### config.mk
export PLATFORM = sky130hd
export DESIGN_NAME = qoa_slice_lms_decoder_top_flat
export DESIGN_NICKNAME = d
export VERILOG_FILES = /design/src/qsld_pkg.sv /design/src/qsld_in_if.sv /design/src/qsld_out_if.sv /design/src/qsld_ctrl.sv /design/src/qsld_dpath.sv /design/src/qoa_slice_lms_decoder_top.sv /design/src/flat_wrapper.sv
export SDC_FILE = /design/constraint.sdc
export NUM_CORES = 2
export LEC_CHECK = 0
export BUFFER_PORTS_ARGS = -buffer_cell sky130_fd_sc_hd__buf_2
export CORE_UTILIZATION = 55
export DETAILED_ROUTE_END_ITERATION = 10
export PLACE_DENSITY = 0.77
export SYNTH_ARGS = -nofsm -noshare
export SYNTH_HDL_FRONTEND = slang
export SYNTH_SLANG_ARGS = --single-unit
### constraint.sdc
create_clock -name clk -period 26.2 [get_ports clk]
set_input_delay 1.31 -clock clk [delete_from_list [all_inputs] [get_ports clk]]
set_output_delay 1.31 -clock clk [all_outputs]
set_load 0.005 [all_outputs]
### src/qsld_pkg.sv
// qsld_pkg: shared types, constants and tables for the QOA slice LMS decoder.
// No dependencies; compiled first.

package qsld_pkg;

    localparam int TAPS      = 4;
    localparam int SLICE_LEN = 20;
    localparam int CNT_W     = 5;
    localparam int SAMPLE_W  = 16;
    localparam int RES_W     = 16;
    localparam int CODE_W    = 3;
    localparam int WORD_W    = 64;
    localparam int PROD_W    = 32;
    localparam int ACC_W     = 34;
    localparam int PRED_W    = 21;
    localparam int SUM_W     = 22;
    localparam int PRED_SHIFT = 13;

    typedef enum logic [1:0] {
        OP_LOAD_HIST = 2'd0,
        OP_LOAD_WGT  = 2'd1,
        OP_DECODE    = 2'd2
    } qsld_op_t;

    typedef enum logic [2:0] {
        ST_IDLE,
        ST_FETCH,
        ST_MUL,
        ST_ACC,
        ST_WB
    } qsld_state_t;

    typedef struct packed {
        logic take;
        logic load_work;
        logic mul;
        logic step;
        logic last;
        logic write_back;
    } qsld_cmd_t;

    typedef struct packed {
        logic decode_ok;
        logic out_free;
    } qsld_status_t;

    // round((s+1)^2.75)
    function automatic logic [11:0] scale_lut(input logic [3:0] idx);
        logic [11:0] v;
        begin
            case (idx)
                4'd0:    v = 12'd1;
                4'd1:    v = 12'd7;
                4'd2:    v = 12'd21;
                4'd3:    v = 12'd45;
                4'd4:    v = 12'd84;
                4'd5:    v = 12'd138;
                4'd6:    v = 12'd211;
                4'd7:    v = 12'd304;
                4'd8:    v = 12'd421;
                4'd9:    v = 12'd562;
                4'd10:   v = 12'd731;
                4'd11:   v = 12'd928;
                4'd12:   v = 12'd1157;
                4'd13:   v = 12'd1419;
                4'd14:   v = 12'd1715;
                default: v = 12'd2048;
            endcase
            return v;
        end
    endfunction

    // dequant magnitude in quarter units; odd codes are negative
    function automatic logic [4:0] dq_mag(input logic [1:0] sel);
        logic [4:0] v;
        begin
            case (sel)
                2'd0:    v = 5'd3;
                2'd1:    v = 5'd10;
                2'd2:    v = 5'd18;
                default: v = 5'd28;
            endcase
            return v;
        end
    endfunction

    // scale * dequant, rounded half away from zero
    function automatic logic signed [RES_W-1:0] residual_calc(input logic [3:0] sidx,
                                                             input logic [CODE_W-1:0] code);
        logic [16:0] prod;
        logic [16:0] rnd;
        logic signed [RES_W-1:0] mag;
        begin
            prod = 17'(scale_lut(sidx)) * 17'(dq_mag(code[2:1]));
            rnd  = (prod + 17'd2) >> 2;
            mag  = RES_W'(rnd);
            return code[0] ? -mag : mag;
        end
    endfunction

endpackage

### src/qsld_in_if.sv
// qsld_in_if: input word channel (opcode, channel, data word) with valid/ready.
// Depends on nothing.

interface qsld_in_if;
    logic        valid;
    logic        ready;
    logic [1:0]  opcode;
    logic [2:0]  channel;
    logic [63:0] data_word;

    modport source (output valid, output opcode, output channel, output data_word,
                    input ready);
    modport sink   (input valid, input opcode, input channel, input data_word,
                    output ready);
endinterface

### src/qsld_out_if.sv
// qsld_out_if: output sample channel (sample, channel_out, last) with valid/ready.
// Depends on nothing.

interface qsld_out_if;
    logic               valid;
    logic               ready;
    logic signed [15:0] sample;
    logic [2:0]         channel_out;
    logic               last;

    modport source (output valid, output sample, output channel_out, output last,
                    input ready);
    modport sink   (input valid, input sample, input channel_out, input last,
                    output ready);
endinterface

### src/qsld_ctrl.sv
// qsld_ctrl: sequencer FSM for load and slice decode words.
// Depends on qsld_pkg.

module qsld_ctrl
    import qsld_pkg::*;
(
    input  logic         clk,
    input  logic         rst_n,
    input  logic         in_valid,
    output logic         in_ready,
    input  qsld_status_t status,
    output qsld_cmd_t    cmd
);

    qsld_state_t      state_reg, state_next;
    logic [CNT_W-1:0] cnt_reg, cnt_next;
    logic             is_last;

    assign is_last = (cnt_reg == CNT_W'(SLICE_LEN - 1));

    always_ff @(posedge clk or negedge rst_n)
    begin
        if (!rst_n)
        begin
            state_reg <= ST_IDLE;
            cnt_reg   <= '0;
        end
        else
        begin
            state_reg <= state_next;
            cnt_reg   <= cnt_next;
        end
    end

    always_comb
    begin
        state_next = state_reg;
        cnt_next   = cnt_reg;
        case (state_reg)
            ST_IDLE:
            begin
                if (in_valid && status.decode_ok)
                begin
                    state_next = ST_FETCH;
                end
                cnt_next = '0;
            end
            ST_FETCH: state_next = ST_MUL;
            ST_MUL:   state_next = ST_ACC;
            ST_ACC:
            begin
                if (status.out_free)
                begin
                    if (is_last)
                    begin
                        state_next = ST_WB;
                    end
                    else
                    begin
                        state_next = ST_MUL;
                        cnt_next   = cnt_reg + CNT_W'(1);
                    end
                end
            end
            ST_WB:    state_next = ST_IDLE;
            default:  state_next = ST_IDLE;
        endcase
    end

    always_comb
    begin
        in_ready = 1'b0;
        cmd      = '0;
        case (state_reg)
            ST_IDLE:
            begin
                in_ready = 1'b1;
                cmd.take = in_valid;
            end
            ST_FETCH: cmd.load_work = 1'b1;
            ST_MUL:   cmd.mul = 1'b1;
            ST_ACC:
            begin
                cmd.step = status.out_free;
                cmd.last = is_last;
            end
            ST_WB:    cmd.write_back = 1'b1;
            default:  cmd = '0;
        endcase
    end

    a_busy_not_ready: assert property (@(posedge clk) disable iff (!rst_n)
        state_reg != ST_IDLE |-> !in_ready)
        else $error("input ready while a slice is in flight");

    a_start_fetch: assert property (@(posedge clk) disable iff (!rst_n)
        (in_valid && in_ready && status.decode_ok) |=> state_reg == ST_FETCH)
        else $error("decode word accepted without fetch");

    a_wb_after_last: assert property (@(posedge clk) disable iff (!rst_n)
        cmd.write_back |-> $past(cmd.step && cmd.last))
        else $error("write-back without a last sample");

    a_cnt_range: assert property (@(posedge clk) disable iff (!rst_n)
        cnt_reg < CNT_W'(SLICE_LEN))
        else $error("sample counter out of range");

endmodule

### src/qsld_dpath.sv
// qsld_dpath: predictor state stores, LMS multiply/accumulate, update and output register.
// Depends on qsld_pkg; driven by qsld_ctrl commands.

module qsld_dpath
    import qsld_pkg::*;
#(
    parameter int MAX_CHANNELS = 8
)
(
    input  logic                       clk,
    input  logic                       rst_n,
    input  logic [1:0]                 opcode,
    input  logic [2:0]                 channel,
    input  logic [WORD_W-1:0]          data_word,
    input  qsld_cmd_t                  cmd,
    output qsld_status_t               status,
    output logic                       out_valid,
    input  logic                       out_ready,
    output logic signed [SAMPLE_W-1:0] sample,
    output logic [2:0]                 channel_out,
    output logic                       last
);

    localparam int CH_W = (MAX_CHANNELS > 1) ? $clog2(MAX_CHANNELS) : 1;

    logic [WORD_W-1:0]       hist_mem [MAX_CHANNELS];
    logic [WORD_W-1:0]       wgt_mem  [MAX_CHANNELS];
    logic [MAX_CHANNELS-1:0] hist_vld_reg;
    logic [MAX_CHANNELS-1:0] wgt_vld_reg;

    logic [WORD_W-1:0] hist_rd_reg, wgt_rd_reg;
    logic              hist_rd_vld_reg, wgt_rd_vld_reg;

    logic [CH_W-1:0]   in_idx;
    logic              in_range;
    logic [CH_W-1:0]   idx_reg;
    logic [2:0]        ch_reg;
    logic [3:0]        sidx_reg;
    logic [59:0]       codes_reg;

    logic signed [SAMPLE_W-1:0] hist_reg [TAPS];
    logic signed [SAMPLE_W-1:0] wgt_reg  [TAPS];
    logic signed [PROD_W-1:0]   prod_reg [TAPS];
    logic signed [RES_W-1:0]    res_reg;

    logic signed [ACC_W-1:0]    acc;
    logic signed [PRED_W-1:0]   pred;
    logic signed [SUM_W-1:0]    sum;
    logic signed [SAMPLE_W-1:0] clamped;
    logic signed [SAMPLE_W-1:0] delta;
    logic [WORD_W-1:0]          hist_pack, wgt_pack;

    logic                       out_valid_reg, out_valid_next;
    logic signed [SAMPLE_W-1:0] sample_reg;
    logic [2:0]                 chan_out_reg;
    logic                       last_reg;

    assign in_idx   = CH_W'({{CH_W{1'b0}}, channel});
    assign in_range = (32'(channel) < 32'(MAX_CHANNELS));

    assign status.decode_ok = in_range && (opcode == OP_DECODE);
    assign status.out_free  = !out_valid_reg || out_ready;

    // state stores
    always_ff @(posedge clk)
    begin
        if (cmd.take && in_range && opcode == OP_LOAD_HIST)
        begin
            hist_mem[in_idx] <= data_word;
        end
        else if (cmd.write_back)
        begin
            hist_mem[idx_reg] <= hist_pack;
        end
        if (cmd.take && in_range && opcode == OP_LOAD_WGT)
        begin
            wgt_mem[in_idx] <= data_word;
        end
        else if (cmd.write_back)
        begin
            wgt_mem[idx_reg] <= wgt_pack;
        end
        if (cmd.take)
        begin
            hist_rd_reg <= hist_mem[in_idx];
            wgt_rd_reg  <= wgt_mem[in_idx];
        end
    end

    always_ff @(posedge clk or negedge rst_n)
    begin
        if (!rst_n)
        begin
            hist_vld_reg    <= '0;
            wgt_vld_reg     <= '0;
            hist_rd_vld_reg <= 1'b0;
            wgt_rd_vld_reg  <= 1'b0;
        end
        else
        begin
            if (cmd.take && in_range && opcode == OP_LOAD_HIST)
            begin
                hist_vld_reg[in_idx] <= 1'b1;
            end
            if (cmd.take && in_range && opcode == OP_LOAD_WGT)
            begin
                wgt_vld_reg[in_idx] <= 1'b1;
            end
            if (cmd.write_back)
            begin
                hist_vld_reg[idx_reg] <= 1'b1;
                wgt_vld_reg[idx_reg]  <= 1'b1;
            end
            if (cmd.take)
            begin
                hist_rd_vld_reg <= hist_vld_reg[in_idx];
                wgt_rd_vld_reg  <= wgt_vld_reg[in_idx];
            end
        end
    end

    // slice word latch
    always_ff @(posedge clk)
    begin
        if (cmd.take)
        begin
            idx_reg   <= in_idx;
            ch_reg    <= channel;
            sidx_reg  <= data_word[63:60];
            codes_reg <= data_word[59:0];
        end
        else if (cmd.step)
        begin
            codes_reg <= {codes_reg[56:0], 3'b000};
        end
    end

    // prediction and update
    always_comb
    begin
        acc = '0;
        for (int i = 0; i < TAPS; i++)
        begin
            acc = acc + ACC_W'(prod_reg[i]);
        end
        pred  = PRED_W'(acc >>> PRED_SHIFT);
        sum   = SUM_W'(res_reg) + SUM_W'(pred);
        if (sum > 22'sd32767)
        begin
            clamped = 16'sh7FFF;
        end
        else if (sum < -22'sd32768)
        begin
            clamped = 16'sh8000;
        end
        else
        begin
            clamped = SAMPLE_W'(sum);
        end
        delta = res_reg >>> 4;
    end

    always_comb
    begin
        for (int i = 0; i < TAPS; i++)
        begin
            hist_pack[WORD_W-1-SAMPLE_W*i -: SAMPLE_W] = hist_reg[i];
            wgt_pack[WORD_W-1-SAMPLE_W*i -: SAMPLE_W]  = wgt_reg[i];
        end
    end

    always_ff @(posedge clk)
    begin
        if (cmd.load_work)
        begin
            for (int i = 0; i < TAPS; i++)
            begin
                hist_reg[i] <= hist_rd_vld_reg ? hist_rd_reg[WORD_W-1-SAMPLE_W*i -: SAMPLE_W]
                                               : '0;
                wgt_reg[i]  <= wgt_rd_vld_reg ? wgt_rd_reg[WORD_W-1-SAMPLE_W*i -: SAMPLE_W]
                                              : '0;
            end
        end
        else if (cmd.step)
        begin
            for (int i = 0; i < TAPS; i++)
            begin
                wgt_reg[i] <= hist_reg[i][SAMPLE_W-1] ? wgt_reg[i] - delta : wgt_reg[i] + delta;
            end
            for (int i = 0; i < TAPS - 1; i++)
            begin
                hist_reg[i] <= hist_reg[i+1];
            end
            hist_reg[TAPS-1] <= clamped;
        end
        if (cmd.mul)
        begin
            for (int i = 0; i < TAPS; i++)
            begin
                prod_reg[i] <= PROD_W'(hist_reg[i]) * PROD_W'(wgt_reg[i]);
            end
            res_reg <= residual_calc(sidx_reg, codes_reg[59:57]);
        end
    end

    // output register
    always_comb
    begin
        out_valid_next = out_valid_reg;
        if (cmd.step)
        begin
            out_valid_next = 1'b1;
        end
        else if (out_ready)
        begin
            out_valid_next = 1'b0;
        end
    end

    always_ff @(posedge clk or negedge rst_n)
    begin
        if (!rst_n)
        begin
            out_valid_reg <= 1'b0;
        end
        else
        begin
            out_valid_reg <= out_valid_next;
        end
    end

    always_ff @(posedge clk)
    begin
        if (cmd.step)
        begin
            sample_reg   <= clamped;
            chan_out_reg <= ch_reg;
            last_reg     <= cmd.last;
        end
    end

    assign out_valid   = out_valid_reg;
    assign sample      = sample_reg;
    assign channel_out = chan_out_reg;
    assign last        = last_reg;

endmodule

### src/qoa_slice_lms_decoder_top.sv
// qoa_slice_lms_decoder_top: QOA slice decoder with per-channel four-tap LMS predictor.
// Depends on qsld_pkg, qsld_in_if, qsld_out_if, qsld_ctrl, qsld_dpath.
//
//  port        dir   word contents
//  slice_in    in    opcode, channel, data_word (load history / load weights / slice)
//  sample_out  out   sample, channel_out, last (twenty words per slice)
//
// Load words are taken in the accept step. A slice goes through accept, state fetch,
// then per sample a four-tap multiply step and an accumulate/clamp/update step,
// then a state write-back step.
// Each sample waits in the ACC step until the output register is free.
// Reset clears the row valid bits, so every channel reads zero history and weights.

module qoa_slice_lms_decoder_top
    import qsld_pkg::*;
#(
    parameter int MAX_CHANNELS = 8
)
(
    input  logic       clk,
    input  logic       rst_n,
    qsld_in_if.sink    slice_in,
    qsld_out_if.source sample_out
);

    qsld_cmd_t    cmd;
    qsld_status_t status;

    qsld_ctrl u_ctrl (
        .clk      (clk),
        .rst_n    (rst_n),
        .in_valid (slice_in.valid),
        .in_ready (slice_in.ready),
        .status   (status),
        .cmd      (cmd)
    );

    qsld_dpath #(
        .MAX_CHANNELS (MAX_CHANNELS)
    ) u_dpath (
        .clk         (clk),
        .rst_n       (rst_n),
        .opcode      (slice_in.opcode),
        .channel     (slice_in.channel),
        .data_word   (slice_in.data_word),
        .cmd         (cmd),
        .status      (status),
        .out_valid   (sample_out.valid),
        .out_ready   (sample_out.ready),
        .sample      (sample_out.sample),
        .channel_out (sample_out.channel_out),
        .last        (sample_out.last)
    );

endmodule

### src/flat_wrapper.sv
// flat-port wrapper written by rule: the top's interface ports become plain ports
module qoa_slice_lms_decoder_top_flat import qsld_pkg::*;
#(
    parameter int MAX_CHANNELS = 8
)
  (clk, rst_n, slice_in_valid, slice_in_opcode, slice_in_channel, slice_in_data_word, slice_in_ready, sample_out_valid, sample_out_sample, sample_out_channel_out, sample_out_last, sample_out_ready);
  qsld_in_if slice_in_i ();
  qsld_out_if sample_out_i ();
  input  logic clk;
  input  logic rst_n;
  input wire logic [$bits(slice_in_i.valid)-1:0] slice_in_valid;
  input wire logic [$bits(slice_in_i.opcode)-1:0] slice_in_opcode;
  input wire logic [$bits(slice_in_i.channel)-1:0] slice_in_channel;
  input wire logic [$bits(slice_in_i.data_word)-1:0] slice_in_data_word;
  output wire logic [$bits(slice_in_i.ready)-1:0] slice_in_ready;
  output wire logic [$bits(sample_out_i.valid)-1:0] sample_out_valid;
  output wire logic [$bits(sample_out_i.sample)-1:0] sample_out_sample;
  output wire logic [$bits(sample_out_i.channel_out)-1:0] sample_out_channel_out;
  output wire logic [$bits(sample_out_i.last)-1:0] sample_out_last;
  input wire logic [$bits(sample_out_i.ready)-1:0] sample_out_ready;
  assign slice_in_i.valid = slice_in_valid;
  assign slice_in_i.opcode = slice_in_opcode;
  assign slice_in_i.channel = slice_in_channel;
  assign slice_in_i.data_word = slice_in_data_word;
  assign slice_in_ready = slice_in_i.ready;
  assign sample_out_valid = sample_out_i.valid;
  assign sample_out_sample = sample_out_i.sample;
  assign sample_out_channel_out = sample_out_i.channel_out;
  assign sample_out_last = sample_out_i.last;
  assign sample_out_i.ready = sample_out_ready;
  qoa_slice_lms_decoder_top #(.MAX_CHANNELS(MAX_CHANNELS)) u_core (.clk(clk), .rst_n(rst_n), .slice_in(slice_in_i), .sample_out(sample_out_i));
endmodule
==> metrics <==
crit path max fanout=19; clock tree buffer depth=3; Yosys warning count=0; routed via count=70110; Post-CTS Hold Fix Bufs=0; I/O Buffers=94; met3 Usage GRT=8.226%; dpl cells=11170; Slew @ Worst Pin=1.295 ns; Tmin final=7.555 ns; PnR worst setup slack=18.65 ns; WP data required=26.75 ns; total die area=191100 µm²; Seq/Total Area, Yosys=44.44%; Setup Skew=0.04653 ns; die width=437.2 µm; Netlist cell types=79; TritonCTS buffer count=152; storage element area=46290 µm²; MaxCap Viol Count=0; final WL=299100 µm; final setup fails=0; TNS Setup=0 ns; Iteration-0 DRC Markers=8598; Finished Layout Cells=11450; number of global-route vias before repair=71810; async set or reset register ratio after synthesis=1.742%; final core utilization=59.67%; first-pass GRT wire length=446200 µm; Root Buffer=clkbuf_16; crit path kind=flip-flop to flip-flop; Via density=6.122; final slew viol count=0; #FFs+latches synth=1550; met1 usage=40.77%; Post-synth EDFFs=1511; layer carrying the most global-route usage=met2; met2 Usage GRT=49.20%; FP Rows=159; fin nets=10530; Initial DRT Pass Iterations=6; Layout fillers=14420; post-CTS setup buffers=0; initial antenna violation count=17; top-area cell type share of the netlist area=43.56%; Syn Inst Count=8883; Antenna Nets Post-Route=0; CP arrival=8.11 ns; Die Span Y=437.2 µm; Worst Setup Start Kind=flip-flop; layout overhead on the synthesized area=7.700%; leading cell type in the layout, fill and taps excluded=edfxtp_1; DP Worst Slack=18.77 ns; Final Hold Vio Count=0; routed len/inst=26.12 µm; CTS tree=built; H-tree depth=4; syn avg cell area=11.73 µm²; Core Region=188000 µm²; fin crit share=28.84%; Initial Util=55.40%; syn nets=10580; dpl hpwl=210000 µm; RSZ-0062 raised after global routing=no; global-route usage over all layers=31.45%; status=finished, final reports clean; area leader, netlist=edfxtp_1; CP endpoint kind=flip-flop; aggregate global routing overflow=0; worst hold-check path type=flip-flop to flip-flop; Max Freq=132.4 MHz; clock sink count=1550; clk_lat worst skew=0.83 ns; I/O Pins=95; relative slew slack=12.72%; multi-input combinational cell area=51500 µm²; top post-synthesis cells by area=edfxtp_1 44%, fa_1 22%, ha_1 5.7%; routability cong.=0.9758; Top FF cell, synth=edfxtp_1; most frequent cells in the layout=1511 x edfxtp_1, 1333 x inv_1, 1311 x nand2_1, 1148 x fa_1, 512 x a22oi_1; largest net degree at the start of global routing=145; number of remaining DRC errors=0; layout cells sized above 1=5.574%; Synth Cell Area=104200 µm²; Clock Pin Slew Worst Setup and Hold Paths=0.06 ns; Post-CTS Resized=0
## synth_stat cells (11+ instances only)
master    count
or3_1        19
nand2_1    1315
ha_1        475
nor2_1      190
clkbuf_1    400
a21oi_1     168
fa_1       1148
edfxtp_1   1511
xor2_1       73
nand4_1     133
nand2b_1     80
o21ai_0     168
a22oi_1     512
xnor2_1     223
nand3_1     146
buf_1        16
dfrtp_1      27
and2_1      420
o21bai_1     33
a211o_1      31
a211oi_1     26
mux2i_1      11
a31oi_1      22
o21a_1       28
inv_1      1335
a21o_1       92
nor2b_1      16
o31ai_1      15
nor3_1       72
and3_1       31
dfxtp_1      12
## final cells by class
type | count | area share [%]
multi-input cells | 5579 | 45.91
clock buffers | 181 | 3.543
well taps | 2495 | 2.783
diodes | 4 | 0.008923
clock inverters | 93 | 0.7395
flip-flops and latches | 1550 | 41.27
repair buffers | 214 | 1.278
inverters | 1335 | 4.475
## final timing paths
kind / slack [ns] / end / from / depth (start not counted)
worst max-delay path: 18.65 / u_core.u_dpath.prod_reg[2][31] / u_core.u_dpath.wgt_reg[2][1] / 20
worst min-delay path: 0.47 / u_core.u_dpath.hist_vld_reg[1] / u_core.u_dpath.hist_vld_reg[1] / 1
worst max register to register: 18.65 / u_core.u_dpath.prod_reg[2][31] / u_core.u_dpath.wgt_reg[2][1] / 20
worst min register to register: 0.47 / u_core.u_dpath.hist_vld_reg[1] / u_core.u_dpath.hist_vld_reg[1] / 1
max in group asynchronous: 25.18 / u_core.u_dpath.hist_rd_vld_reg / rst_n / 1
min in group asynchronous: 0.54 / u_core.u_dpath.out_valid / rst_n / 1
## logic make-up after synthesis
logic type / count (synthesis) / share of synthesized area, %
compound gates: 1182 / 7.842
xor+xnor: 296 / 2.489
fa+ha+maj: 1623 / 27.77
buf+inv: 1754 / 6.331
flops: 1550 / 44.44
mux: 13 / 0.1273
other cells: 1 / 0.003600
simple gates: 2464 / 11.00
## through the flow
stage,hold slack [ns],instance area (µm²)
6_report,0.4654,112200
5_1_grt,0.4894,112200
4_1_cts,0.4654,112200
3_5_place_dp,0.4521,107400
3_3_place_gp,0.4462,107400
2_1_floorplan,0.4369,104200
## critical path, cell delays in order (launching register included)
cell and delay [ns]:
edfxtp_1 0.89, nand2_1 0.22, inv_1 0.18, fa_1 0.51, fa_1 0.89, inv_1 0.11, fa_1 0.48, fa_1 0.57
fa_1 0.44, fa_1 0.49, inv_1 0.05, ha_1 0.33, a21o_1 0.18, a21oi_1 0.32, o2111ai_1 0.19, o31ai_1 0.51
o21ai_0 0.31, nor3_1 0.25, o21bai_1 0.11, a21oi_1 0.18, xnor2_1 0.08
## per-layer routing
| metal | up-vias | part of all wire, % |
|---|---|---|
| met2 | 4665 | 46 |
| met5 | - | 0.026 |
| li1 | 29540 | - |
| met1 | 35010 | 36 |
| met4 | 12 | 5.6 |
| met3 | 878 | 13 |
Power is not shown: default switching activity piles up to over one toggle a cycle in this logic, so the estimate is an artifact.
